<file path="config.mk">
export PLATFORM = sky130hd
export DESIGN_NAME = rwlm_obuf
export DESIGN_NICKNAME = d
export VERILOG_FILES = /design/src/rtl/core/rwlm_pkg.sv /design/src/rtl/core/rwlm_obuf.sv
export SDC_FILE = /design/constraint.sdc
export NUM_CORES = 1
export LEC_CHECK = 0
export BUFFER_PORTS_ARGS = -buffer_cell sky130_fd_sc_hd__clkbuf_2
export CAP_MARGIN = 10
export CORE_ASPECT_RATIO = 1.2
export CORE_MARGIN = 3
export CORE_UTILIZATION = 23
export CTS_BUF_LIST = sky130_fd_sc_hd__clkbuf_4
export DETAILED_ROUTE_END_ITERATION = 7
export GPL_TIMING_DRIVEN = 0
export HOLD_SLACK_MARGIN = 0.05
export SLEW_MARGIN = 20
export SYNTH_ARGS = -nofsm -noshare
export SYNTH_HDL_FRONTEND = slang
export SYNTH_SLANG_ARGS = --single-unit
export TNS_END_PERCENT = 1
</file>
<file path="constraint.sdc">
create_clock -name aclk -period 0.8 [get_ports aclk]
set_input_delay 0.08 -clock aclk [delete_from_list [all_inputs] [get_ports aclk]]
set_output_delay 0.08 -clock aclk [all_outputs]
set_load 0.1 [all_outputs]
</file>
<file path="src/rtl/core/rwlm_pkg.sv">
package rwlm_pkg;

    // Request operation codes (carried on s_tuser)
    localparam logic [1:0] OP_READ   = 2'd0;
    localparam logic [1:0] OP_WRITE  = 2'd1;
    localparam logic [1:0] OP_UNLOCK = 2'd2;

    // Result event codes (carried on m_tuser)
    localparam logic [2:0] EV_GRANTED = 3'd0;
    localparam logic [2:0] EV_QUEUED  = 3'd1;
    localparam logic [2:0] EV_RELEASE = 3'd2;
    localparam logic [2:0] EV_WAKE    = 3'd3;
    localparam logic [2:0] EV_NFOUND  = 3'd4;
    localparam logic [2:0] EV_FULL    = 3'd5;

    localparam int KEY_W   = 32;
    localparam int TID_W   = 16;
    localparam int ENTRY_W = TID_W + 1;

    // Waiters woken by one unlock at most
    localparam int WAKE_LIMIT = 16;

    localparam int NUM_RESOURCES_DEF = 16;
    localparam int MAX_HOLDERS_DEF   = 16;
    localparam int MAX_WAITERS_DEF   = 16;

    typedef struct packed {
        logic [2:0]       kind;
        logic [TID_W-1:0] thr;
        logic             mode;
        logic             last;
    } result_t;

endpackage

</file>
<file path="src/rtl/core/rwlm_obuf.sv">
module rwlm_obuf (
    input  logic              aclk,
    input  logic              aresetn,
    input  logic              push,
    input  rwlm_pkg::result_t res,
    output logic              out_free,
    output logic              m_tvalid,
    input  logic              m_tready,
    output logic [23:0]       m_tdata,  // granted_thread[15:0], granted_mode[16], zero pad
    output logic [2:0]        m_tuser,  // event_kind[2:0]
    output logic              m_tlast
);
    import rwlm_pkg::*;

    logic    valid_reg;
    result_t res_reg;

    assign out_free = !valid_reg || m_tready;

    // Hold one result transaction until the receiver takes it
    always_ff @(posedge aclk) begin
        if (!aresetn) begin
            valid_reg <= 1'b0;
        end else if (push) begin
            valid_reg <= 1'b1;
        end else if (m_tready) begin
            valid_reg <= 1'b0;
        end
        if (push) begin
            res_reg <= res;
        end
    end

    assign m_tvalid = valid_reg;
    assign m_tdata  = {7'd0, res_reg.mode, res_reg.thr};
    assign m_tuser  = res_reg.kind;
    assign m_tlast  = res_reg.last;

endmodule

</file>
==> results.json <==
{
  "worstPathMaxFanout": 2,
  "start_util_pct": 25.2,
  "finalInstanceArea_mm2": 0.00155,
  "place_ws_ns": -0.126,
  "worstPathCellList": "nand2b_4, clkbuf_16",
  "timing.final.crit_share_pct": 128,
  "drive_gt1_share_pct": 54.0,
  "clk_pin_slew_worst_paths_ns": 0.11,
  "cts_tree": "built",
  "clock_sinks": 22,
  "syn_area_um2": 736,
  "reg2reg_slack_ns": 0.07,
  "cts-root-buf": "clkbuf_4",
  "area_growth_pct": 111,
  "intPower_w": 0.00193,
  "overflow": 0,
  "routed_wl_um": 1890,
  "swShare_pct": 39.9,
  "fmax_mhz": 979,
  "vias": 555,
  "cp.required_ns": 0.72,
  "grt_max_degree": 23,
  "rows": 21,
  "multi_input_area_um2": 51.3,
  "wire_per_inst_um": 12.8,
  "critPathLaunchType": "flop",
  "die_x_um": 57.6,
  "fillers": 233,
  "grt_util_all_layers_pct": 9.14,
  "yosys_warnings": 0,
  "finalCriticalPeriod_ns": 1.02,
  "finalPower_w": 0.00322,
  "cts.path.max_buffers": 2,
  "finish.net_count": 139,
  "status": "finished with violations",
  "die-area_mm2": 0.00392,
  "pwr-share-seq_pct": 44.3,
  "antennaDiodeCount": 0,
  "cts-htree-levels": 1,
  "comb_power_share_pct": 40.0,
  "slew_headroom_pct": 64.6,
  "drt_iter0_markers": 14,
  "ios": 55,
  "ys_seq_elements": 22,
  "crit_path_top_delay_cell": "dfxtp_4",
  "power.leakage_nw": 0.686,
  "path_class": "flop to primary output",
  "slowest_delay_ns": 0.38,
  "die-height_um": 68.0,
  "insertion_delay_ns": 0.29,
  "grt_pass1_wl_um": 2640,
  "violations": "negative setup slack",
  "tightest_slew_ns": 0.530,
  "post_drt_via_cell_ratio": 3.78,
  "register_area_um2": 654,
  "setup_tns_ns": -4.52,
  "clkPwrFrac_pct": 15.8,
  "ys_types": 7,
  "rsz0062_at_grt": "true",
  "cap_violations": 0,
  "clock_skew_ns": 0,
  "syn_avg_cell_area_um2": 22.3,
  "drc": 0,
  "hold_violations": 0,
  "worst_slack_ns": -0.222,
  "crit_path_end_kind": "primary output",
  "postPlaceCellArea_mm2": 0.00104,
  "power_density_mw_per_mm2": 2080,
  "firstDrtPassIters": 4,
  "p_switching_w": 0.00128,
  "worstPathArrival_ns": 0.94,
  "syn_inst": 33,
  "io_buffers": 47,
  "antenna_found_initial": 0,
  "cts_buffers": 3,
  "hold_path.class": "input port to flop",
  "path_buf_inv": 1,
  "ant_nets": 0,
  "holdWs_ns": 0.137,
  "coreArea_mm2": 0.00292,
  "grt_pass1_vias": 593,
  "place_congestion": 0.600,
  "crit_family": "flip-flops",
  "drv_slew": 0,
  "ir_worst_vdd_mv": 1.20,
  "finalSetupViolCount": 23,
  "yosysSeqAreaShare_pct": 88.4
}
## layer usage
layer | up-vias | wire length (µm) | global-route usage, %
li1 | 267 | - | -
met5 | - | 0 | 0
met2 | 30 | 1180 | 19.6
met1 | 252 | 537 | 7.72
met4 | 0 | 62 | 6.09
met3 | 6 | 104 | 0.566
## stage by stage
| stage | cells | utilization, % |
|---|---|---|
| 6_report | 147 | 53.1 |
| 2_1_floorplan | 39 | - |
| 3_5_place_dp | 120 | 35.6 |
| 5_1_grt | 147 | 53.1 |
| 3_3_place_gp | 120 | 35.6 |
| 4_1_cts | 146 | 51.8 |
## registers in the layout (all words and copies together) (netlist names)
| signal | flops |
|---|---|
| m_tlast | 1 |
| m_tvalid | 1 |
| m_tdata | 17 |
| m_tuser | 3 |
## cell usage after synthesis
| library cell | count | area (µm²) |
|---|---|---|
| buf_4 | 7 | 52.6 |
| edfxtp_1 | 21 | 631 |
| nand2b_4 | 1 | 13.8 |
| dfxtp_1 | 1 | 20.0 |
| inv_1 | 1 | 3.75 |
| conb_1 | 1 | 3.75 |
| a21boi_2 | 1 | 11.3 |
## worst reg2reg max path, stage by stage, from the launching register on
cell      delay, ns
dfxtp_4        0.39
nand2b_4       0.06
buf_4          0.13
a21boi_2       0.09
## cells by family after synthesis
family	count (synthesis)	synth area share [%]
AOI/OAI and AO/OA	1	1.53
buffers and inverters	8	7.65
and+or+nand+nor	1	1.87
DFF	22	88.4
other	1	0.510
## layout by cell type, fill, tap and decap left out, types with 2 or more instances in the layout
cell | netlist | routed
buf_4 | 7 | 8
buf_8 | 0 | 20
clkbuf_16 | 0 | 2
clkbuf_2 | 0 | 24
clkbuf_4 | 0 | 3
conb_1 | 1 | 7
dlygate4sd3_1 | 0 | 22
edfxtp_1 | 21 | 21
## path summary, 6_finish.rpt
kind | cells after the start | end | start
min reg2reg | 3 | m_tvalid | m_tvalid
min | 4 | m_tvalid | m_tready
max reg2reg | 3 | m_tvalid | m_tvalid
max | 2 | out_free | m_tvalid
## power by group through the flow
stage	logic, W	registers (W)	clock network (W)
5_1_grt	0.00131	0.00143	0.000579
3_3_place_gp	0.00100	0.00141	0
2_1_floorplan	0.000196	0.00206	0
6_report	0.00129	0.00142	0.000507
4_1_cts	0.00125	0.00140	0.000524
3_5_place_dp	0.00101	0.00141	0
## what timing repair did
action                                  in CTS  in global routing
gates resized for setup                     48                 22
endpoints found under the setup margin      23                 23
hold buffers                                22                  0
cloned                                       0                  0
hold endpoints to repair                    22                  0
buffers inserted                             0                  1
## final cells by class
class                           instances  area share [%]
Inverter                                1           0.242
Clock buffer                            3            1.45
Clock inverter                          1           0.242
Tap cell                               34            2.75
Multi-Input combinational cell          9            3.31
Buffer                                  7            3.39
Sequential cell                        22            42.2
Timing Repair Buffer                   70            46.4
Power figures use the tool's default switching activity.
