[src/rtl/core/rwlm_ram.sv]
module rwlm_ram #(
    parameter int WIDTH = 8,
    parameter int DEPTH = 16,
    parameter int AW    = (DEPTH > 1) ? $clog2(DEPTH) : 1
) (
    input  logic             aclk,
    input  logic             we,
    input  logic [AW-1:0]    waddr,
    input  logic [WIDTH-1:0] wdata,
    input  logic [AW-1:0]    raddr,
    output logic [WIDTH-1:0] rdata
);

    logic [WIDTH-1:0] mem [DEPTH];
    logic [WIDTH-1:0] rdata_reg;

    // Write port and registered read port
    always_ff @(posedge aclk) begin
        if (we) begin
            mem[waddr] <= wdata;
        end
        rdata_reg <= mem[raddr];
    end

    assign rdata = rdata_reg;

endmodule

[config.mk]
export PLATFORM = sky130hd
export DESIGN_NAME = rwlm_ram
export DESIGN_NICKNAME = d
export VERILOG_FILES = /design/src/rtl/core/rwlm_ram.sv
export SDC_FILE = /design/constraint.sdc
export NUM_CORES = 1
export LEC_CHECK = 0
export ABC_AREA = 0
export BUFFER_PORTS_ARGS = -buffer_cell sky130_fd_sc_hd__buf_2
export CAP_MARGIN = 10
export CORE_UTILIZATION = 60
export DETAILED_ROUTE_END_ITERATION = 8
export PLACE_DENSITY_LB_ADDON = 0.15
export SETUP_SLACK_MARGIN = 0.15
export SYNTH_ARGS = -nofsm -noshare
export SYNTH_HDL_FRONTEND = slang
export SYNTH_SLANG_ARGS = --single-unit
[constraint.sdc]
create_clock -name aclk -period 2.15 [get_ports aclk]
set_clock_uncertainty 0.15 [all_clocks]
set_input_delay 0.215 -clock aclk [delete_from_list [all_inputs] [get_ports aclk]]
set_output_delay 0.215 -clock aclk [all_outputs]
set_load 0.02 [all_outputs]
==> results of run 1 <==
-- routing by layer --
metal	wire [microns]	track usage [%]	vias up	part of all wire [%]
met1	3930	32.8	1290	41
li1	-	-	1100	-
met3	744	6.44	11	7.7
met2	4890	38.8	108	51
met4	89	8.84	0	0.92
met5	0	0	-	0
-- repair_timing --
| item | in CTS | in global routing |
|---|---|---|
| setup buffers | 0 | 0 |
| hold buffers | 8 | 0 |
| hold endpoints to repair | 128 | 0 |
-- metrics by stage --
stage	hold slack (ns)	setup WS (ns)	area (sq um)	util (%)
6_report	0.0893	0.622	6190	74.9
5_1_grt	0.128	0.542	6190	74.9
4_1_cts	0.0853	0.599	6190	74.9
3_5_place_dp	0.455	0.229	5510	66.7
3_3_place_gp	0.449	0.252	5510	66.7
2_1_floorplan	0.164	0.292	5150	-
-- path summary, 6_finish.rpt --
check,end,slack [ns],depth (start not counted)
worst max-delay path,rdata[3]$_DFF_P_,0.62,3
worst min-delay path,rdata[3]$_DFF_P_,0.09,4
worst max register to register,rdata[3]$_DFF_P_,0.62,3
worst min register to register,rdata[2]$_DFF_P_,0.53,3
-- cell usage in the layout (no fill, tap or decap), types with 3 or more instances in the layout --
cell,count
buf_2,25
nor3_1,4
clkbuf_16,16
dlygate4sd3_1,8
nor2_1,13
buf_4,20
edfxtp_1,128
mux4_1,14
a22oi_1,16
mux4_2,18
nand2_1,9
dfxtp_1,8
bufinv_16,4
clkinv_2,4
clkinvlp_4,3
-- worst min-delay path, stage by stage --
cell     delay [ns]
buf_2          0.10
nor2b_1        0.11
a22oi_1        0.18
nand2_1        0.08
-- cells by family after synthesis --
group	count (synthesis)	synth area share, %
flip-flops	136	77.8
AO/OA/AOI/OAI	16	2.33
multiplexers	32	15.0
AND/OR/NAND/NOR	35	3.18
buffers and inverters	10	1.68
-- report_power, final --
| group | internal (uW) | total (uW) | switching [uW] | leakage, uW |
|---|---|---|---|---|
| combinational | 133 | 305 | 173 | 0.000629 |
| clock | 1870 | 2890 | 1020 | 0.000286 |
| sequential | 2960 | 2980 | 17.2 | 0.00122 |
-- layout make-up --
cell class / instances / area, sq um
clock buffers: 18 / 418
well taps: 105 / 131
fillers: 475 / 2070
clock inverters: 13 / 180
multi-input cells: 83 / 1060
flip-flops and latches: 136 / 4000
repair buffers: 55 / 395
==> flow_summary.json, run 1 <==
{
  "crit_chain": "mux4_1 > a22oi_1 > nand2_1",
  "cp.arrival_ns": 1.77,
  "critical_path.top_delay_family": "multiplexers",
  "grt_pass1_vias": 2535,
  "cts.sinks": 136,
  "tns_ns": 0,
  "vdd_drop_max_mv": 0.525,
  "routed_wl_microns": 9660,
  "tightestPinTransition_ns": 0.451,
  "largest_reg_flops": 128,
  "area_growth_pct": 20.2,
  "finalCritPeriodShare_pct": 71.1,
  "endpoint_kind": "register",
  "setup_viol": 0,
  "rsz0062_at_grt": "no",
  "synth_area_leaders": "edfxtp_1, mux4_2, mux4_1",
  "antenna_found_initial": 0,
  "r2r_start": "mem[2][3]$_DFFE_PP_",
  "max_stage_delay_ns": 0.50,
  "die_y_microns": 94.6,
  "rows": 33,
  "globalplace.congestion": 0.710,
  "synth_cell_types": 19,
  "synth_most_common_cell": "edfxtp_1",
  "power_density_nw_per_um2": 999,
  "overflow": 0,
  "wl_per_cell_microns": 23.6,
  "clock_path_buffers": 2,
  "drt_pass1_iterations": 4,
  "ys_ff_latch": 136,
  "cp_slowest_cell": "mux4_1",
  "syn-cell-area_sq_um": 5150,
  "path_class": "reg2reg",
  "leakagePower_uw": 0.00214,
  "hold_viol": 0,
  "synthCells": 229,
  "seq_area_frac_synth_pct": 77.8,
  "hp-start": "raddr[2]",
  "drv_slew": 0,
  "viasPerCell": 6.12,
  "ys_warn_count": 0,
  "antenna_cells": 0,
  "grt_max_degree": 33,
  "synth_top_area_cell": "edfxtp_1",
  "path_buf_inv": 0,
  "synth_common_cells": "edfxtp_1, mux4_2, a22oi_1",
  "synth_nets": 247,
  "drc_errors": 0,
  "status": "finished clean",
  "drt_iter0_markers": 173,
  "hpwl_microns": 5690,
  "clk_pin_slew_ns": 0.06,
  "nets": 311,
  "async_flop_share_pct": 0,
  "cts_tree": "built",
  "start_util_pct": 62.3,
  "dieArea_sq_um": 8950,
  "die_w_microns": 94.6,
  "stdcell_count": 410,
  "cts-resized-gates": 0,
  "io_buffers": 25,
  "pin_count": 26,
  "vias": 2509,
  "synth_edf_count": 128,
  "grt_pass1_wl_microns": 14400,
  "synth-main-ff-cell": "edfxtp_1",
  "cp_max_fo": 1,
  "synth_top_area_share_pct": 74.7,
  "clkLatencyLatePin_ns": 0.51,
  "start_kind": "register",
  "period_needed_ns": 1.53,
  "numCtsBuffers": 17,
  "grtUsageTotal_pct": 24.3,
  "placed_cells": 371,
  "layout-drive-gt1-share_pct": 31.5,
  "worst_ep_required_time_ns": 2.39,
  "holdCritPathClass": "in2reg",
  "cap_violations": 0,
  "core_sq_um": 8260,
  "power_uw": 6180,
  "final_antenna_net_count": 0,
  "cp-startpoint": "mem[2][3]$_DFFE_PP_",
  "fmax_mhz": 654,
  "slew_headroom_pct": 69.8,
  "ctsHtreeMaxLevel": 4,
  "avgSynthCellArea_sq_um": 22.5,
  "clock-root-buffer": "clkbuf_8"
}
Note: power is estimated with default switching activity, not from simulation.
==> run 2, diff against run 1 <==
--- a/config.mk
+++ b/config.mk
@@ -8,7 +8,7 @@
 export ABC_AREA = 0
 export BUFFER_PORTS_ARGS = -buffer_cell sky130_fd_sc_hd__buf_2
 export CAP_MARGIN = 10
-export CORE_UTILIZATION = 60
+export CORE_UTILIZATION = 54
 export DETAILED_ROUTE_END_ITERATION = 8
 export PLACE_DENSITY_LB_ADDON = 0.15
 export SETUP_SLACK_MARGIN = 0.15
==> constraint.sdc (replaced) <==
create_clock -name aclk -period 1.3 [get_ports aclk]
set_clock_uncertainty 0.15 [all_clocks]
set_input_delay 0.13 -clock aclk [delete_from_list [all_inputs] [get_ports aclk]]
set_output_delay 0.13 -clock aclk [all_outputs]
set_load 0.02 [all_outputs]
==> flow_summary.json, run 2 (synthesized netlist as in run 1, its figures left out) <==
{
  "status": "complete, but fails checks",
  "violations": "negative setup slack",
  "hpwl_microns": 6430,
  "netSwitchingPower_uw": 2100,
  "numCtsBuffers": 17,
  "endpoint_kind": "register",
  "rrSetupSlack_ns": -0.17,
  "slew_headroom_pct": 33.4,
  "start_util_pct": 55.7,
  "combPwrFrac_pct": 6.3,
  "grt_max_degree": 20,
  "hp-start": "waddr[3]",
  "clkLatencyLatePin_ns": 0.51,
  "core_sq_um": 9240,
  "holdPathStages": 4,
  "multi_input_area_sq_um": 1130,
  "grtUsageTotal_pct": 23.5,
  "seqPwrFrac_pct": 47.9,
  "final_core_util_pct": 71.7,
  "crit_chain": "mux4_2 > a22oi_2 > nand2_1",
  "grt_pass1_wl_microns": 15800,
  "whs_endpoint": "mem[3][6]$_DFFE_PP_",
  "leakagePower_uw": 0.00222,
  "routed_wl_microns": 10300,
  "r2r_start": "mem[3][0]$_DFFE_PP_",
  "cp.arrival_ns": 1.72,
  "antenna_cells": 0,
  "internal_power_uw": 8240,
  "largest_reg_flops": 128,
  "nets": 325,
  "io_buffers": 25,
  "max_stage_delay_ns": 0.49,
  "final_cell_mix": "edfxtp_1, mux4_2, buf_4",
  "ctsHtreeMaxLevel": 4,
  "cap_violations": 0,
  "rows": 35,
  "cts.sinks": 136,
  "p_clk_share_pct": 45.8,
  "preCtsSetupSlack_ns": -0.450,
  "rr_worst_depth": 3,
  "dieArea_sq_um": 9930,
  "stdcell_count": 449,
  "fmax_mhz": 679,
  "final_antenna_net_count": 0,
  "drv_slew": 0,
  "viasPerCell": 5.71,
  "fin_hold_ws_ns": 0.0752,
  "seqCellArea_sq_um": 4010,
  "setup_viol": 8,
  "worst_ep_required_time_ns": 1.55,
  "final_common_cell": "edfxtp_1",
  "period_needed_ns": 1.47,
  "tightestPinTransition_ns": 0.996,
  "antenna_found_initial": 0,
  "vias": 2564,
  "die_y_microns": 99.6,
  "cp_slowest_cell": "mux4_2",
  "fillers": 564,
  "path_class": "reg2reg",
  "cp_max_fo": 1,
  "die_w_microns": 99.6,
  "hold_viol": 0,
  "layout-drive-gt1-share_pct": 47.5,
  "placed_cells": 409,
  "drt_pass1_iterations": 4,
  "clock_path_buffers": 2,
  "start_kind": "register",
  "r2r-end": "rdata[0]$_DFF_P_",
  "pin_count": 26,
  "wl_per_cell_microns": 23.0,
  "rsz0062_at_grt": "yes",
  "drc_errors": 0,
  "clk_pin_slew_ns": 0.06,
  "setup_ws_ns": -0.173,
  "globalplace.congestion": 0.727,
  "overflow": 0,
  "vdd_drop_max_mv": 0.895,
  "finalCritPeriodShare_pct": 113,
  "area_growth_pct": 28.7,
  "holdCritPathClass": "in2reg",
  "cts_tree": "built",
  "power_density_nw_per_um2": 1560,
  "clock-root-buffer": "clkbuf_8",
  "grt_pass1_vias": 2686,
  "post_cts_buffers": 0,
  "switching_share_pct": 20.3,
  "drt_iter0_markers": 176
}
[run 2: cell count changes in the layout (fill, tap and decap cells not counted), sizes merged]
cell	delta
clkbuf	+3
bufinv	-1
clkinv	-2
clkinvlp	+1
buf	+14
[run 2: worst max-delay path by stage]
stage,cells past startpoint,end,from,slack [ns]
2_1_floorplan,2,mem[0][0]$_DFFE_PP_,waddr[2],-0.08
3_3_place_gp,6,rdata[1]$_DFF_P_,raddr[0],-0.43
3_5_place_dp,6,rdata[1]$_DFF_P_,raddr[0],-0.45
4_1_cts,3,rdata[0]$_DFF_P_,mem[3][0]$_DFFE_PP_,-0.18
5_1_grt,3,rdata[0]$_DFF_P_,mem[7][0]$_DFFE_PP_,-0.20
6_report,3,rdata[0]$_DFF_P_,mem[3][0]$_DFFE_PP_,-0.17
[run 2: timing repair]
item	4_1_cts	5_1_grt
setup endpoints to repair	16	16
resized for setup	31	0
pin swaps	3	1
hold endpoints to repair	128	0
hold buffers	8	0
[run 2: cell type report]
type,instances,share of cell area [%]
well taps,129,2.44
clock buffers,21,6.78
multi-input cells,83,17.0
clock inverters,11,2.23
repair buffers,69,11.0
flip-flops and latches,136,60.6
[run 2: worst max-delay path: cells and delay by family (launching register included)]
family	cells	cell delay, ns
and+or+nand+nor	1	0.09
AOI/OAI and AO/OA	1	0.28
DFF	1	0.36
muxes	1	0.49
[run 2: through the flow]
| step | TNS (ns) | cell area (sq um) | power, uW |
|---|---|---|---|
| after floorplan | -2.21 | 5220 | 5340 |
| after global placement | -16.96 | 5860 | 5600 |
| after detailed placement | -18.75 | 5860 | 5610 |
| after CTS | -1.00 | 6620 | 10400 |
| after global routing | -1.29 | 6620 | 10600 |
| final | -0.918 | 6620 | 10300 |
[run 2: power groups by stage]
stage	registers, uW	clock network [uW]	logic [uW]
floorplan	5050	0	286
global placement	5020	0	575
detailed placement	5030	0	587
CTS	4950	4780	660
global route	4960	4950	694
finish	4950	4740	652
[run 2: per-layer routing]
layer	track usage (%)	part of all wire, %	vias to the layer above
li1	-	-	1116
met1	31.7	42	1348
met2	37.0	51	90
met3	6.54	5.2	10
met4	8.82	1.5	0
met5	0	0	-
==> run 3, diff against run 2 <==
--- a/config.mk
+++ b/config.mk
@@ -8,7 +8,7 @@
 export ABC_AREA = 0
 export BUFFER_PORTS_ARGS = -buffer_cell sky130_fd_sc_hd__buf_2
 export CAP_MARGIN = 10
-export CORE_UTILIZATION = 54
+export CORE_UTILIZATION = 60
 export DETAILED_ROUTE_END_ITERATION = 8
 export PLACE_DENSITY_LB_ADDON = 0.15
 export SETUP_SLACK_MARGIN = 0.15
==> constraint.sdc (replaced) <==
create_clock -name aclk -period 1.47 [get_ports aclk]
set_clock_uncertainty 0.15 [all_clocks]
set_input_delay 0.0735 -clock aclk [delete_from_list [all_inputs] [get_ports aclk]]
set_output_delay 0.0735 -clock aclk [all_outputs]
set_load 0.02 [all_outputs]
==> flow_summary.json, run 3 (synthesized netlist as in run 1, its figures left out) <==
{
  "hpwl_microns": 6100,
  "crit_end": "rdata[5]$_DFF_P_",
  "worst_ep_required_time_ns": 1.71,
  "nets": 319,
  "fillers": 448,
  "netSwitchingPower_uw": 1900,
  "holdPathStages": 4,
  "grt_pass1_vias": 2640,
  "final_common_cell": "edfxtp_1",
  "crit_chain": "mux4_2 > a22oi_2 > nand2_1",
  "cp_slowest_cell": "mux4_2",
  "combPwrFrac_pct": 5.5,
  "cap_violations": 0,
  "final_core_util_pct": 78.2,
  "grt_max_degree": 23,
  "rsz0062_at_grt": "yes",
  "drc_errors": 0,
  "final_area_sq_um": 6460,
  "clock-root-buffer": "clkbuf_8",
  "leakagePower_uw": 0.00220,
  "cp-startpoint": "mem[0][5]$_DFFE_PP_",
  "layout-drive-gt1-share_pct": 43.6,
  "tightestPinTransition_ns": 0.937,
  "die_y_microns": 94.6,
  "clkLatencyLatePin_ns": 0.51,
  "path_class": "reg2reg",
  "p_clk_share_pct": 48.1,
  "numCtsBuffers": 17,
  "max_stage_delay_ns": 0.48,
  "endpoint_kind": "register",
  "clk_pin_slew_ns": 0.06,
  "post_cts_buffers": 0,
  "pin_count": 26,
  "core_sq_um": 8260,
  "final_antenna_net_count": 0,
  "final_cell_mix": "edfxtp_1, mux4_2, buf_2",
  "start_util_pct": 62.3,
  "cp.arrival_ns": 1.69,
  "overflow": 0,
  "power_density_nw_per_um2": 1460,
  "setup_viol": 0,
  "area_growth_pct": 25.4,
  "largest_reg_flops": 128,
  "viasPerCell": 6.09,
  "preCtsSetupSlack_ns": -0.193,
  "antenna_cells": 0,
  "drt_iter0_markers": 216,
  "cts.sinks": 136,
  "r2r-end": "rdata[5]$_DFF_P_",
  "slew_headroom_pct": 37.4,
  "grtUsageTotal_pct": 25.6,
  "cp_max_fo": 1,
  "vdd_drop_max_mv": 0.853,
  "holdCritPathClass": "in2reg",
  "r2r_start": "mem[0][5]$_DFFE_PP_",
  "grt_pass1_wl_microns": 15300,
  "rrSetupSlack_ns": 0.02,
  "place_area_sq_um": 5650,
  "period_needed_ns": 1.45,
  "rr_worst_depth": 3,
  "die_w_microns": 94.6,
  "wl_per_cell_microns": 24.2,
  "globalplace.congestion": 0.735,
  "routed_wl_microns": 10100,
  "rows": 33,
  "internal_power_uw": 7520,
  "finalCritPeriodShare_pct": 98.4,
  "switching_share_pct": 20.2,
  "start_kind": "register",
  "drv_slew": 0,
  "seqPwrFrac_pct": 46.4,
  "dieArea_sq_um": 8950,
  "setup_ws_ns": 0.0237,
  "ctsHtreeMaxLevel": 4,
  "vias": 2552,
  "hold_viol": 0,
  "drt_pass1_iterations": 4,
  "clock_path_buffers": 2,
  "cts_tree": "built",
  "status": "finished clean",
  "fmax_mhz": 691,
  "io_buffers": 25,
  "antenna_found_initial": 0
}
[run 3: cell types whose count changed in the layout (fill, tap and decap cells not counted), moves of 4 or more]
| cell | delta |
|---|---|
| buf_12 | -9 |
| a22oi_2 | +4 |
| a22oi_1 | -4 |
| buf_6 | -4 |
| dfxtp_2 | -7 |
| buf_2 | +6 |
| dfxtp_1 | +7 |
| nor2_1 | +4 |
[run 3: worst max-delay path, delay by kind of cell, from the launching register on]
kind / cells / cell delay, ns
mux: 1 / 0.48
flops: 1 / 0.38
compound gates: 1 / 0.23
simple gates: 1 / 0.09
[run 3: worst min-delay path by stage]
stage	start	endpoint	slack [ns]
CTS	raddr[2]	rdata[2]$_DFF_P_	0.01
finish	waddr[3]	mem[2][5]$_DFFE_PP_	0.03
global route	waddr[3]	mem[2][7]$_DFFE_PP_	0.03
floorplan	wdata[0]	mem[0][0]$_DFFE_PP_	0.02
global placement	wdata[1]	mem[3][1]$_DFFE_PP_	0.31
detailed placement	wdata[2]	mem[14][2]$_DFFE_PP_	0.32
[run 3: layer usage]
| metal | GRT usage [%] | up-vias | routed length, microns | part of all wire (%) |
|---|---|---|---|---|
| met3 | 6.84 | 14 | 701 | 6.9 |
| li1 | - | 1112 | - | - |
| met1 | 35.2 | 1310 | 4170 | 41 |
| met2 | 39.7 | 116 | 5070 | 50 |
| met5 | 0 | - | 0 | 0 |
| met4 | 9.85 | 0 | 197 | 1.9 |
[run 3: timing repair]
item,4_1_cts,5_1_grt
hold buffers,10,0
endpoints found under the setup margin,9,77
hold endpoints to repair,144,0
pin swaps,6,5
gates resized for setup,17,20
[run 3: layout make-up]
class	instances	area, sq um	area share, %
repair buffers	63	543	8.41
well taps	105	131	2.03
flip-flops and latches	136	4000	62.0
multi-input cells	83	1140	17.6
clock inverters	14	223	3.45
clock buffers	18	418	6.47
[run 3: power groups by stage]
stage               Combinational (uW)  Sequential (uW)  Clock (uW)
finish                             522             4370        4530
floorplan                          227             4470           0
CTS                                506             4370        4570
global route                       560             4370        4730
detailed placement                 458             4450           0
global placement                   451             4440           0
[run 3: per-stage QoR]
| stage | hold slack (ns) | std cells | setup TNS, ns | total power (uW) |
|---|---|---|---|---|
| 2_1_floorplan | 0.0224 | 229 | 0 | 4690 |
| 3_3_place_gp | 0.313 | 377 | -0.909 | 4890 |
| 3_5_place_dp | 0.318 | 377 | -0.989 | 4900 |
| 4_1_cts | 0.0134 | 419 | 0 | 9450 |
| 5_1_grt | 0.0338 | 419 | -0.0144 | 9660 |
| 6_report | 0.0324 | 419 | 0 | 9420 |
