## config.mk

```make
export PLATFORM = sky130hd
export DESIGN_NAME = rwlm_ctrl
export DESIGN_NICKNAME = d
export VERILOG_FILES = /design/src/rtl/core/rwlm_pkg.sv /design/src/rtl/core/rwlm_ctrl.sv
export SDC_FILE = /design/constraint.sdc
export NUM_CORES = 1
export LEC_CHECK = 0
export BUFFER_PORTS_ARGS = -buffer_cell sky130_fd_sc_hd__buf_4
export CORE_ASPECT_RATIO = 1.25
export CORE_MARGIN = 5
export CORE_UTILIZATION = 39
export DETAILED_ROUTE_END_ITERATION = 7
export HOLD_SLACK_MARGIN = 0.15
export PLACE_DENSITY = 0.67
export SKIP_LAST_GASP = 1
export SLEW_MARGIN = 5
export SYNTH_ARGS = -nofsm -noshare
export SYNTH_HDL_FRONTEND = slang
export SYNTH_SLANG_ARGS = --single-unit
```

## constraint.sdc

```tcl
create_clock -name aclk -period 9.1 [get_ports aclk]
set_input_delay 0.91 -clock aclk [delete_from_list [all_inputs] [get_ports aclk]]
set_output_delay 0.91 -clock aclk [all_outputs]
set_load 0.05 [all_outputs]
```

## src/rtl/core/rwlm_pkg.sv

```systemverilog
package rwlm_pkg;

    // Request operation codes (carried on s_tuser)
    localparam logic [1:0] OP_READ   = 2'd0;
    localparam logic [1:0] OP_WRITE  = 2'd1;
    localparam logic [1:0] OP_UNLOCK = 2'd2;

    // Result event codes (carried on m_tuser)
    localparam logic [2:0] EV_GRANTED = 3'd0;
    localparam logic [2:0] EV_QUEUED  = 3'd1;
    localparam logic [2:0] EV_RELEASE = 3'd2;
    localparam logic [2:0] EV_WAKE    = 3'd3;
    localparam logic [2:0] EV_NFOUND  = 3'd4;
    localparam logic [2:0] EV_FULL    = 3'd5;

    localparam int KEY_W   = 32;
    localparam int TID_W   = 16;
    localparam int ENTRY_W = TID_W + 1;

    // Waiters woken by one unlock at most
    localparam int WAKE_LIMIT = 16;

    localparam int NUM_RESOURCES_DEF = 16;
    localparam int MAX_HOLDERS_DEF   = 16;
    localparam int MAX_WAITERS_DEF   = 16;

    typedef struct packed {
        logic [2:0]       kind;
        logic [TID_W-1:0] thr;
        logic             mode;
        logic             last;
    } result_t;

endpackage

```

## src/rtl/core/rwlm_ctrl.sv

```systemverilog
module rwlm_ctrl #(
    parameter int NUM_RESOURCES = rwlm_pkg::NUM_RESOURCES_DEF,
    parameter int MAX_HOLDERS   = rwlm_pkg::MAX_HOLDERS_DEF,
    parameter int MAX_WAITERS   = rwlm_pkg::MAX_WAITERS_DEF,
    parameter int SW  = (NUM_RESOURCES > 1) ? $clog2(NUM_RESOURCES) : 1,
    parameter int HAW = (NUM_RESOURCES * MAX_HOLDERS > 1) ?
                        $clog2(NUM_RESOURCES * MAX_HOLDERS) : 1,
    parameter int WAW = (NUM_RESOURCES * MAX_WAITERS > 1) ?
                        $clog2(NUM_RESOURCES * MAX_WAITERS) : 1,
    parameter int HCW = $clog2(MAX_HOLDERS + 1),
    parameter int WHW = (MAX_WAITERS > 1) ? $clog2(MAX_WAITERS) : 1,
    parameter int WCW = $clog2(MAX_WAITERS + 1),
    parameter int MW  = rwlm_pkg::KEY_W + 1 + rwlm_pkg::TID_W + HCW + WHW + WCW
) (
    input  logic                           aclk,
    input  logic                           aresetn,
    input  logic                           s_tvalid,
    output logic                           s_tready,
    input  logic [1:0]                     s_op,
    input  logic [rwlm_pkg::KEY_W-1:0]     s_key,
    input  logic [rwlm_pkg::TID_W-1:0]     s_tid,
    output logic                           m_we,
    output logic [SW-1:0]                  m_waddr,
    output logic [MW-1:0]                  m_wdata,
    output logic [SW-1:0]                  m_raddr,
    input  logic [MW-1:0]                  m_rdata,
    output logic                           h_we,
    output logic [HAW-1:0]                 h_waddr,
    output logic [rwlm_pkg::ENTRY_W-1:0]   h_wdata,
    output logic [HAW-1:0]                 h_raddr,
    input  logic [rwlm_pkg::ENTRY_W-1:0]   h_rdata,
    output logic                           w_we,
    output logic [WAW-1:0]                 w_waddr,
    output logic [rwlm_pkg::ENTRY_W-1:0]   w_wdata,
    output logic [WAW-1:0]                 w_raddr,
    input  logic [rwlm_pkg::ENTRY_W-1:0]   w_rdata,
    input  logic                           out_free,
    output logic                           push,
    output rwlm_pkg::result_t              res
);
    import rwlm_pkg::*;

    localparam int SCW = $clog2(NUM_RESOURCES + 1);
    localparam int WKW = $clog2(WAKE_LIMIT + 1);
    localparam int PW  = WCW + 1;

    typedef enum logic [3:0] {
        ST_IDLE, ST_S_RD, ST_S_CHK, ST_LOCK, ST_ONE, ST_U_RD, ST_U_CHK,
        ST_SH_RD, ST_SH_CHK, ST_SC_RD, ST_SC_CHK, ST_W_RD, ST_W_CHK, ST_FIN
    } state_t;

    state_t                   state_reg, state_next;
    logic [1:0]               op_reg, op_next;
    logic [KEY_W-1:0]         key_reg, key_next;
    logic [TID_W-1:0]         tid_reg, tid_next;
    logic [NUM_RESOURCES-1:0] used_reg, used_next;
    logic [SCW-1:0]           scan_reg, scan_next;
    logic [SW-1:0]            free_reg, free_next;
    logic                     free_vld_reg, free_vld_next;
    logic [SW-1:0]            slot_reg, slot_next;
    logic                     whld_reg, whld_next;
    logic [TID_W-1:0]         wthr_reg, wthr_next;
    logic [HCW-1:0]           hcnt_reg, hcnt_next;
    logic [WHW-1:0]           whead_reg, whead_next;
    logic [WCW-1:0]           wcnt_reg, wcnt_next;
    logic [HCW-1:0]           hix_reg, hix_next;
    logic                     mode_reg, mode_next;
    logic [WKW-1:0]           wakes_reg, wakes_next;
    logic                     wb_reg, wb_next;
    logic [2:0]               pkind_reg, pkind_next;
    logic [TID_W-1:0]         pthr_reg, pthr_next;
    logic                     pmode_reg, pmode_next;
    logic [SW-1:0]            mra_reg, mra_next;
    logic [HAW-1:0]           hra_reg, hra_next;
    logic [WAW-1:0]           wra_reg, wra_next;

    // Decoded slot word, lowest field first
    logic [WCW-1:0]   rd_wcnt;
    logic [WHW-1:0]   rd_whead;
    logic [HCW-1:0]   rd_hcnt;
    logic [TID_W-1:0] rd_wthr;
    logic             rd_whld;
    logic [KEY_W-1:0] rd_key;
    assign {rd_key, rd_whld, rd_wthr, rd_hcnt, rd_whead, rd_wcnt} = m_rdata;

    logic           must_wait;
    logic [PW-1:0]  wpos_sum;
    logic [WHW-1:0] wpos;
    logic [WHW-1:0] whead_inc;
    logic           wmode;
    logic           wake_ok;
    logic           freed;

    function automatic logic [HAW-1:0] haddr(input logic [SW-1:0] s, input logic [HCW-1:0] i);
        haddr = HAW'(s) * HAW'(MAX_HOLDERS) + HAW'(i);
    endfunction

    function automatic logic [WAW-1:0] waddr(input logic [SW-1:0] s, input logic [WHW-1:0] i);
        waddr = WAW'(s) * WAW'(MAX_WAITERS) + WAW'(i);
    endfunction

    assign must_wait = whld_reg ? (wthr_reg != tid_reg) :
                       (op_reg == OP_WRITE) ? (hcnt_reg != '0 || wcnt_reg != '0) :
                       (wcnt_reg != '0);
    assign wpos_sum  = PW'(whead_reg) + PW'(wcnt_reg);
    assign wpos      = (wpos_sum >= PW'(MAX_WAITERS)) ?
                       WHW'(wpos_sum - PW'(MAX_WAITERS)) : WHW'(wpos_sum);
    assign whead_inc = (PW'(whead_reg) + PW'(1) == PW'(MAX_WAITERS)) ? '0 :
                       WHW'(PW'(whead_reg) + PW'(1));
    assign wmode     = w_rdata[TID_W];
    assign wake_ok   = (wcnt_reg != '0) && !whld_reg && (wakes_reg < WKW'(WAKE_LIMIT))
                       && !(wmode && hcnt_reg != '0)
                       && (hcnt_reg < HCW'(MAX_HOLDERS));
    assign freed     = (hcnt_reg == '0) && (wcnt_reg == '0);

    assign s_tready = (state_reg == ST_IDLE);
    assign m_raddr  = mra_next;
    assign h_raddr  = hra_next;
    assign w_raddr  = wra_next;

    // Sequence one request through the slot, holder and waiter memories
    always_comb begin
        state_next    = state_reg;
        op_next       = op_reg;
        key_next      = key_reg;
        tid_next      = tid_reg;
        used_next     = used_reg;
        scan_next     = scan_reg;
        free_next     = free_reg;
        free_vld_next = free_vld_reg;
        slot_next     = slot_reg;
        whld_next     = whld_reg;
        wthr_next     = wthr_reg;
        hcnt_next     = hcnt_reg;
        whead_next    = whead_reg;
        wcnt_next     = wcnt_reg;
        hix_next      = hix_reg;
        mode_next     = mode_reg;
        wakes_next    = wakes_reg;
        wb_next       = wb_reg;
        pkind_next    = pkind_reg;
        pthr_next     = pthr_reg;
        pmode_next    = pmode_reg;
        mra_next      = mra_reg;
        hra_next      = hra_reg;
        wra_next      = wra_reg;
        m_we          = 1'b0;
        m_waddr       = slot_reg;
        m_wdata       = {key_reg, whld_reg, wthr_reg, hcnt_reg, whead_reg, wcnt_reg};
        h_we          = 1'b0;
        h_waddr       = haddr(slot_reg, hix_reg);
        h_wdata       = h_rdata;
        w_we          = 1'b0;
        w_waddr       = waddr(slot_reg, wpos);
        w_wdata       = {op_reg[0], tid_reg};
        push          = 1'b0;
        res           = '{kind: pkind_reg, thr: pthr_reg, mode: pmode_reg, last: 1'b1};

        case (state_reg)
            ST_IDLE: begin
                if (s_tvalid) begin
                    op_next       = s_op;
                    key_next      = s_key;
                    tid_next      = s_tid;
                    scan_next     = '0;
                    free_vld_next = 1'b0;
                    if (s_op == OP_READ || s_op == OP_WRITE || s_op == OP_UNLOCK) begin
                        state_next = ST_S_RD;
                    end
                end
            end
            // Walk the slot table, one slot per read
            ST_S_RD: begin
                if (scan_reg == SCW'(NUM_RESOURCES)) begin
                    wb_next = 1'b0;
                    if (op_reg == OP_UNLOCK) begin
                        pkind_next = EV_NFOUND;
                        pthr_next  = tid_reg;
                        pmode_next = 1'b0;
                        state_next = ST_ONE;
                    end else if (!free_vld_reg) begin
                        pkind_next = EV_FULL;
                        pthr_next  = tid_reg;
                        pmode_next = op_reg[0];
                        state_next = ST_ONE;
                    end else begin
                        slot_next  = free_reg;
                        whld_next  = 1'b0;
                        hcnt_next  = '0;
                        whead_next = '0;
                        wcnt_next  = '0;
                        state_next = ST_LOCK;
                    end
                end else begin
                    mra_next = scan_reg[SW-1:0];
                    if (!used_reg[scan_reg[SW-1:0]] && !free_vld_reg) begin
                        free_next     = scan_reg[SW-1:0];
                        free_vld_next = 1'b1;
                    end
                    state_next = ST_S_CHK;
                end
            end
            ST_S_CHK: begin
                if (used_reg[mra_reg] && rd_key == key_reg) begin
                    slot_next  = mra_reg;
                    whld_next  = rd_whld;
                    wthr_next  = rd_wthr;
                    hcnt_next  = rd_hcnt;
                    whead_next = rd_whead;
                    wcnt_next  = rd_wcnt;
                    if (op_reg != OP_UNLOCK) begin
                        state_next = ST_LOCK;
                    end else if (rd_hcnt == '0) begin
                        wb_next    = 1'b0;
                        pkind_next = EV_NFOUND;
                        pthr_next  = tid_reg;
                        pmode_next = 1'b0;
                        state_next = ST_ONE;
                    end else begin
                        hix_next   = rd_hcnt - HCW'(1);
                        state_next = ST_U_RD;
                    end
                end else begin
                    scan_next  = scan_reg + SCW'(1);
                    state_next = ST_S_RD;
                end
            end
            // Grant, queue or refuse a lock request
            ST_LOCK: begin
                wb_next    = 1'b1;
                pthr_next  = tid_reg;
                pmode_next = op_reg[0];
                pkind_next = EV_FULL;
                if (must_wait) begin
                    if (wcnt_reg < WCW'(MAX_WAITERS)) begin
                        w_we       = 1'b1;
                        wcnt_next  = wcnt_reg + WCW'(1);
                        pkind_next = EV_QUEUED;
                    end
                end else if (hcnt_reg < HCW'(MAX_HOLDERS)) begin
                    h_we       = 1'b1;
                    h_waddr    = haddr(slot_reg, hcnt_reg);
                    h_wdata    = {op_reg[0], tid_reg};
                    hcnt_next  = hcnt_reg + HCW'(1);
                    pkind_next = EV_GRANTED;
                    if (op_reg == OP_WRITE) begin
                        whld_next = 1'b1;
                        wthr_next = tid_reg;
                    end
                end
                state_next = ST_ONE;
            end
            ST_ONE: begin
                if (out_free) begin
                    push       = 1'b1;
                    state_next = wb_reg ? ST_FIN : ST_IDLE;
                end
            end
            // Search holders newest first for the unlocking thread
            ST_U_RD: begin
                hra_next   = haddr(slot_reg, hix_reg);
                state_next = ST_U_CHK;
            end
            ST_U_CHK: begin
                if (h_rdata[TID_W-1:0] == tid_reg) begin
                    mode_next  = h_rdata[TID_W];
                    state_next = ST_SH_RD;
                end else if (hix_reg == '0) begin
                    wb_next    = 1'b0;
                    pkind_next = EV_NFOUND;
                    pthr_next  = tid_reg;
                    pmode_next = 1'b0;
                    state_next = ST_ONE;
                end else begin
                    hix_next   = hix_reg - HCW'(1);
                    state_next = ST_U_RD;
                end
            end
            // Close the gap left by the removed hold
            ST_SH_RD: begin
                if (hix_reg + HCW'(1) < hcnt_reg) begin
                    hra_next   = haddr(slot_reg, hix_reg + HCW'(1));
                    state_next = ST_SH_CHK;
                end else begin
                    hcnt_next = hcnt_reg - HCW'(1);
                    hix_next  = '0;
                    if (mode_reg) begin
                        whld_next  = 1'b0;
                        state_next = ST_SC_RD;
                    end else begin
                        pkind_next = EV_RELEASE;
                        pthr_next  = tid_reg;
                        pmode_next = mode_reg;
                        wakes_next = '0;
                        state_next = ST_W_RD;
                    end
                end
            end
            ST_SH_CHK: begin
                h_we       = 1'b1;
                hix_next   = hix_reg + HCW'(1);
                state_next = ST_SH_RD;
            end
            // Rebuild the writer mark from the remaining holds
            ST_SC_RD: begin
                if (hix_reg < hcnt_reg) begin
                    hra_next   = haddr(slot_reg, hix_reg);
                    state_next = ST_SC_CHK;
                end else begin
                    pkind_next = EV_RELEASE;
                    pthr_next  = tid_reg;
                    pmode_next = mode_reg;
                    wakes_next = '0;
                    state_next = ST_W_RD;
                end
            end
            ST_SC_CHK: begin
                if (h_rdata[TID_W]) begin
                    whld_next = 1'b1;
                end
                hix_next   = hix_reg + HCW'(1);
                state_next = ST_SC_RD;
            end
            // Wake waiters in order; the pending result learns its last flag here
            ST_W_RD: begin
                wra_next   = waddr(slot_reg, whead_reg);
                state_next = ST_W_CHK;
            end
            ST_W_CHK: begin
                if (out_free) begin
                    push     = 1'b1;
                    res.last = !wake_ok;
                    if (wake_ok) begin
                        h_we       = 1'b1;
                        h_waddr    = haddr(slot_reg, hcnt_reg);
                        h_wdata    = w_rdata;
                        hcnt_next  = hcnt_reg + HCW'(1);
                        whead_next = whead_inc;
                        wcnt_next  = wcnt_reg - WCW'(1);
                        wakes_next = wakes_reg + WKW'(1);
                        if (wmode) begin
                            whld_next = 1'b1;
                            wthr_next = w_rdata[TID_W-1:0];
                        end
                        pkind_next = EV_WAKE;
                        pthr_next  = w_rdata[TID_W-1:0];
                        pmode_next = wmode;
                        state_next = ST_W_RD;
                    end else begin
                        state_next = ST_FIN;
                    end
                end
            end
            // Write the slot back, freeing it when nothing is left
            ST_FIN: begin
                m_we = 1'b1;
                if (freed) begin
                    used_next[slot_reg] = 1'b0;
                    m_wdata = {key_reg, 1'b0, wthr_reg, hcnt_reg, WHW'(0), wcnt_reg};
                end else begin
                    used_next[slot_reg] = 1'b1;
                end
                state_next = ST_IDLE;
            end
            default: begin
                state_next = ST_IDLE;
            end
        endcase
    end

    always_ff @(posedge aclk) begin
        if (!aresetn) begin
            state_reg <= ST_IDLE;
            used_reg  <= '0;
            hcnt_reg  <= '0;
            wcnt_reg  <= '0;
            wakes_reg <= '0;
        end else begin
            state_reg <= state_next;
            used_reg  <= used_next;
            hcnt_reg  <= hcnt_next;
            wcnt_reg  <= wcnt_next;
            wakes_reg <= wakes_next;
        end
        op_reg       <= op_next;
        key_reg      <= key_next;
        tid_reg      <= tid_next;
        scan_reg     <= scan_next;
        free_reg     <= free_next;
        free_vld_reg <= free_vld_next;
        slot_reg     <= slot_next;
        whld_reg     <= whld_next;
        wthr_reg     <= wthr_next;
        whead_reg    <= whead_next;
        hix_reg      <= hix_next;
        mode_reg     <= mode_next;
        wb_reg       <= wb_next;
        pkind_reg    <= pkind_next;
        pthr_reg     <= pthr_next;
        pmode_reg    <= pmode_next;
        mra_reg      <= mra_next;
        hra_reg      <= hra_next;
        wra_reg      <= wra_next;
    end

    a_push_free: assert property (@(posedge aclk) disable iff (!aresetn)
        push |-> out_free) else $error("result pushed into a full output stage");
    a_hcnt: assert property (@(posedge aclk) disable iff (!aresetn)
        hcnt_reg <= HCW'(MAX_HOLDERS)) else $error("holder count overflow");
    a_wcnt: assert property (@(posedge aclk) disable iff (!aresetn)
        wcnt_reg <= WCW'(MAX_WAITERS)) else $error("waiter count overflow");
    a_wakes: assert property (@(posedge aclk) disable iff (!aresetn)
        wakes_reg <= WKW'(WAKE_LIMIT)) else $error("wake limit exceeded");
    a_one_write: assert property (@(posedge aclk) disable iff (!aresetn)
        !(h_we && w_we)) else $error("holder and waiter written together");

endmodule

```

==> out/summary.txt <==
outcome - finished clean
Crit path arrival time - 4.25 ns
CP Launch Type - flop
Inserted Clock Buffers - 17
setup TNS - 0 ns
vias in the first global route - 8,877
period utilization - 56.8%
count of final max-slew check failures - 0
Synth Area in Compound Gates - 14.3%
initial antenna violation count - 1
Worst Setup Path Type - flop to output pin
vias post-DR - 8,831
Core Area - 0.0244 mm²
CTS H-tree depth - 4
Filler Cells Inserted - 2,252
Ys Warns - 0
Final setup viols - 0
adder-cell share of the synthesized area - 4.52%
top-count cell post-synth - nand2_1
Largest register FFs - 32
DR iter-0 viols - 598
DR WL/cell - 20.7 µm
syn_area_per_cell - 9.86 µm²
Simple-Gate Fraction of Synth Area - 17.8%
Critical Path End Type - output pin
Root Buffer - clkbuf_16
Post-synth EDFFs - 112
share of cells above drive strength 1 - 31.2%
synth top area cells - edfxtp_1 (35%), dfxtp_1 (11%), nand2_1 (8.0%), xnor2_1 (5.3%), ha_1 (3.9%)
async set-reset flop share out of synthesis - 0%
Distinct cells, synth - 75
Slew headroom - 29.7%
remaining antenna violation count - 0
Post-CTS Hold Fix Bufs - 0
Yosys top cell area share - 34.9%
max-cap viol count - 0
worst-case clock buffer depth - 2
leading area contributor after synthesis - edfxtp_1
Layout Skew - 0.0171 ns
mux contribution to synthesized area - 5.76%
post-synthesis sequential area ratio - 46.4%
Final #Nets - 1,453
Final Hold Fails - 0
Clock transition at path regs - 0.07 ns
CTS tree - done
XOR/XNOR Fraction of Synth Area - 7.73%
synthesized cell area - 0.00963 mm²
Req. time, crit path - 8.19 ns
first-pass detailed-route iteration total - 5
fin crit period - 5.16 ns
Buffers on Ports - 313
Syn Nets - 1,161
largest net degree at the start of global routing - 46
global-route wire length before repair - 50,200 µm
grt ovf - 0
# DRC - 0
largest family of logic cells by synthesized area - simple AND/OR/NAND/NOR gates
Power Total - 0.00227 W
GPL Wtd Cong - 0.899
full die area - 0.0280 mm²
Chip Width - 151 µm
Critical Path Fanout Max - 31
vias per cell - 5.47
Seq cells post-synth - 167
all-layer global routing usage - 23.3%
area growth from synthesis to layout - 34.0%
Worst Hold Class - flop to flop
multi-input combinational cell area - 0.00484 mm²
Reg area - 0.00446 mm²
Rows - 64
Max Clock Freq - 194 MHz
most common flop cell mapped by yosys - edfxtp_1
Slew @ Worst Pin - 1.05 ns
RSZ-0062 raised after global routing - no
Die Y - 186 µm
Initial Util - 39.4%
CTS-repair resized insts - 0
peak supply drop - 148 µV
Cell Pwr Density - 176 mW/mm²
final wirelength - 33,400 µm
hpwl dp - 25,800 µm
cells after synthesis - 977
top cells by instance count after synthesis - nand2_1 (204), edfxtp_1 (112), xnor2_1 (58)
LEAKAGE - 5.45 nW
clk sinks - 167
Skew-Pair Late Insertion Delay - 0.44 ns
Post-CTS Setup Inserts - 0
I/O pin count - 314
## cell usage in the layout (no fill, tap or decap), drive strengths merged, types with 17 or more instances in the layout
master	netlist	final
a22oi	21	21
clkbuf	33	17
buf	20	326
nand2	204	204
inv	27	33
a21oi	27	27
nor2	40	40
xor2	27	27
xnor2	58	58
edfxtp	112	112
nand3	40	40
dfxtp	55	55
mux2i	25	25
o21ai	54	54
ha	30	30
## critical path, stage by stage (launching register included)
cell     delay (ns)
dfxtp_1        0.82
nor3b_1        0.48
nand2_1        0.10
buf_4          0.26
inv_2          0.53
nand2_1        0.41
o21ai_2        0.19
buf_4          0.38
mux2i_1        0.27
xnor2_1        0.14
buf_4          0.22
## cells by family after synthesis
family,count (synthesis)
AOI/OAI and AO/OA,194
xor gates and xnor gates,85
adders and majority gates,33
buffers and inverters,82
DFF,167
muxes,43
and+or+nand+nor,373
## power by group
part	internal [W]	leakage, nW	switching (W)
sequential	0.000879	1.49	0.0000621
combinational	0.000202	3.66	0.000369
clock	0.000399	0.301	0.000355
total	0.00148	5.45	0.000786
## path summary, 6_finish.rpt
path | startpoint | endpoint | slack [ns] | cells past startpoint
worst max-delay path | state_reg[2] | h_waddr[6] | 3.94 | 10
worst min-delay path | wra_reg[1] | wra_reg[1] | 0.47 | 2
worst max register to register | hix_reg[0] | pkind_reg[2] | 5.32 | 10
worst min register to register | wra_reg[1] | wra_reg[1] | 0.47 | 2
## layout make-up
class,instances,area share (%)
diodes,1,0.0194
clock buffers,17,3.30
clock inverters,15,1.58
inverters,29,0.844
multi-input cells,728,37.5
flip-flops and latches,167,34.6
well taps,330,3.20
repair buffers,326,19.0
## through the flow
step	setup WS (ns)	cells	hold slack, ns	area (µm²)	util [%]
detailed placement	4.46	1580	0.459	12300	50.2
floorplan	4.84	977	0.424	9630	-
global placement	4.63	1580	0.442	12300	50.2
CTS	3.99	1612	0.477	12900	52.8
global route	3.63	1613	0.489	12900	52.8
finish	3.94	1613	0.472	12900	52.8
## layer usage
metal	global-route usage (%)	vias up	wire length (µm)
met5	0	-	0
met4	9.52	0	1200
met3	5.82	73	3050
met2	41.9	440	16900
met1	26.3	4195	12300
li1	-	4123	-
No activity file was read; power rests on OpenSTA's default activity.
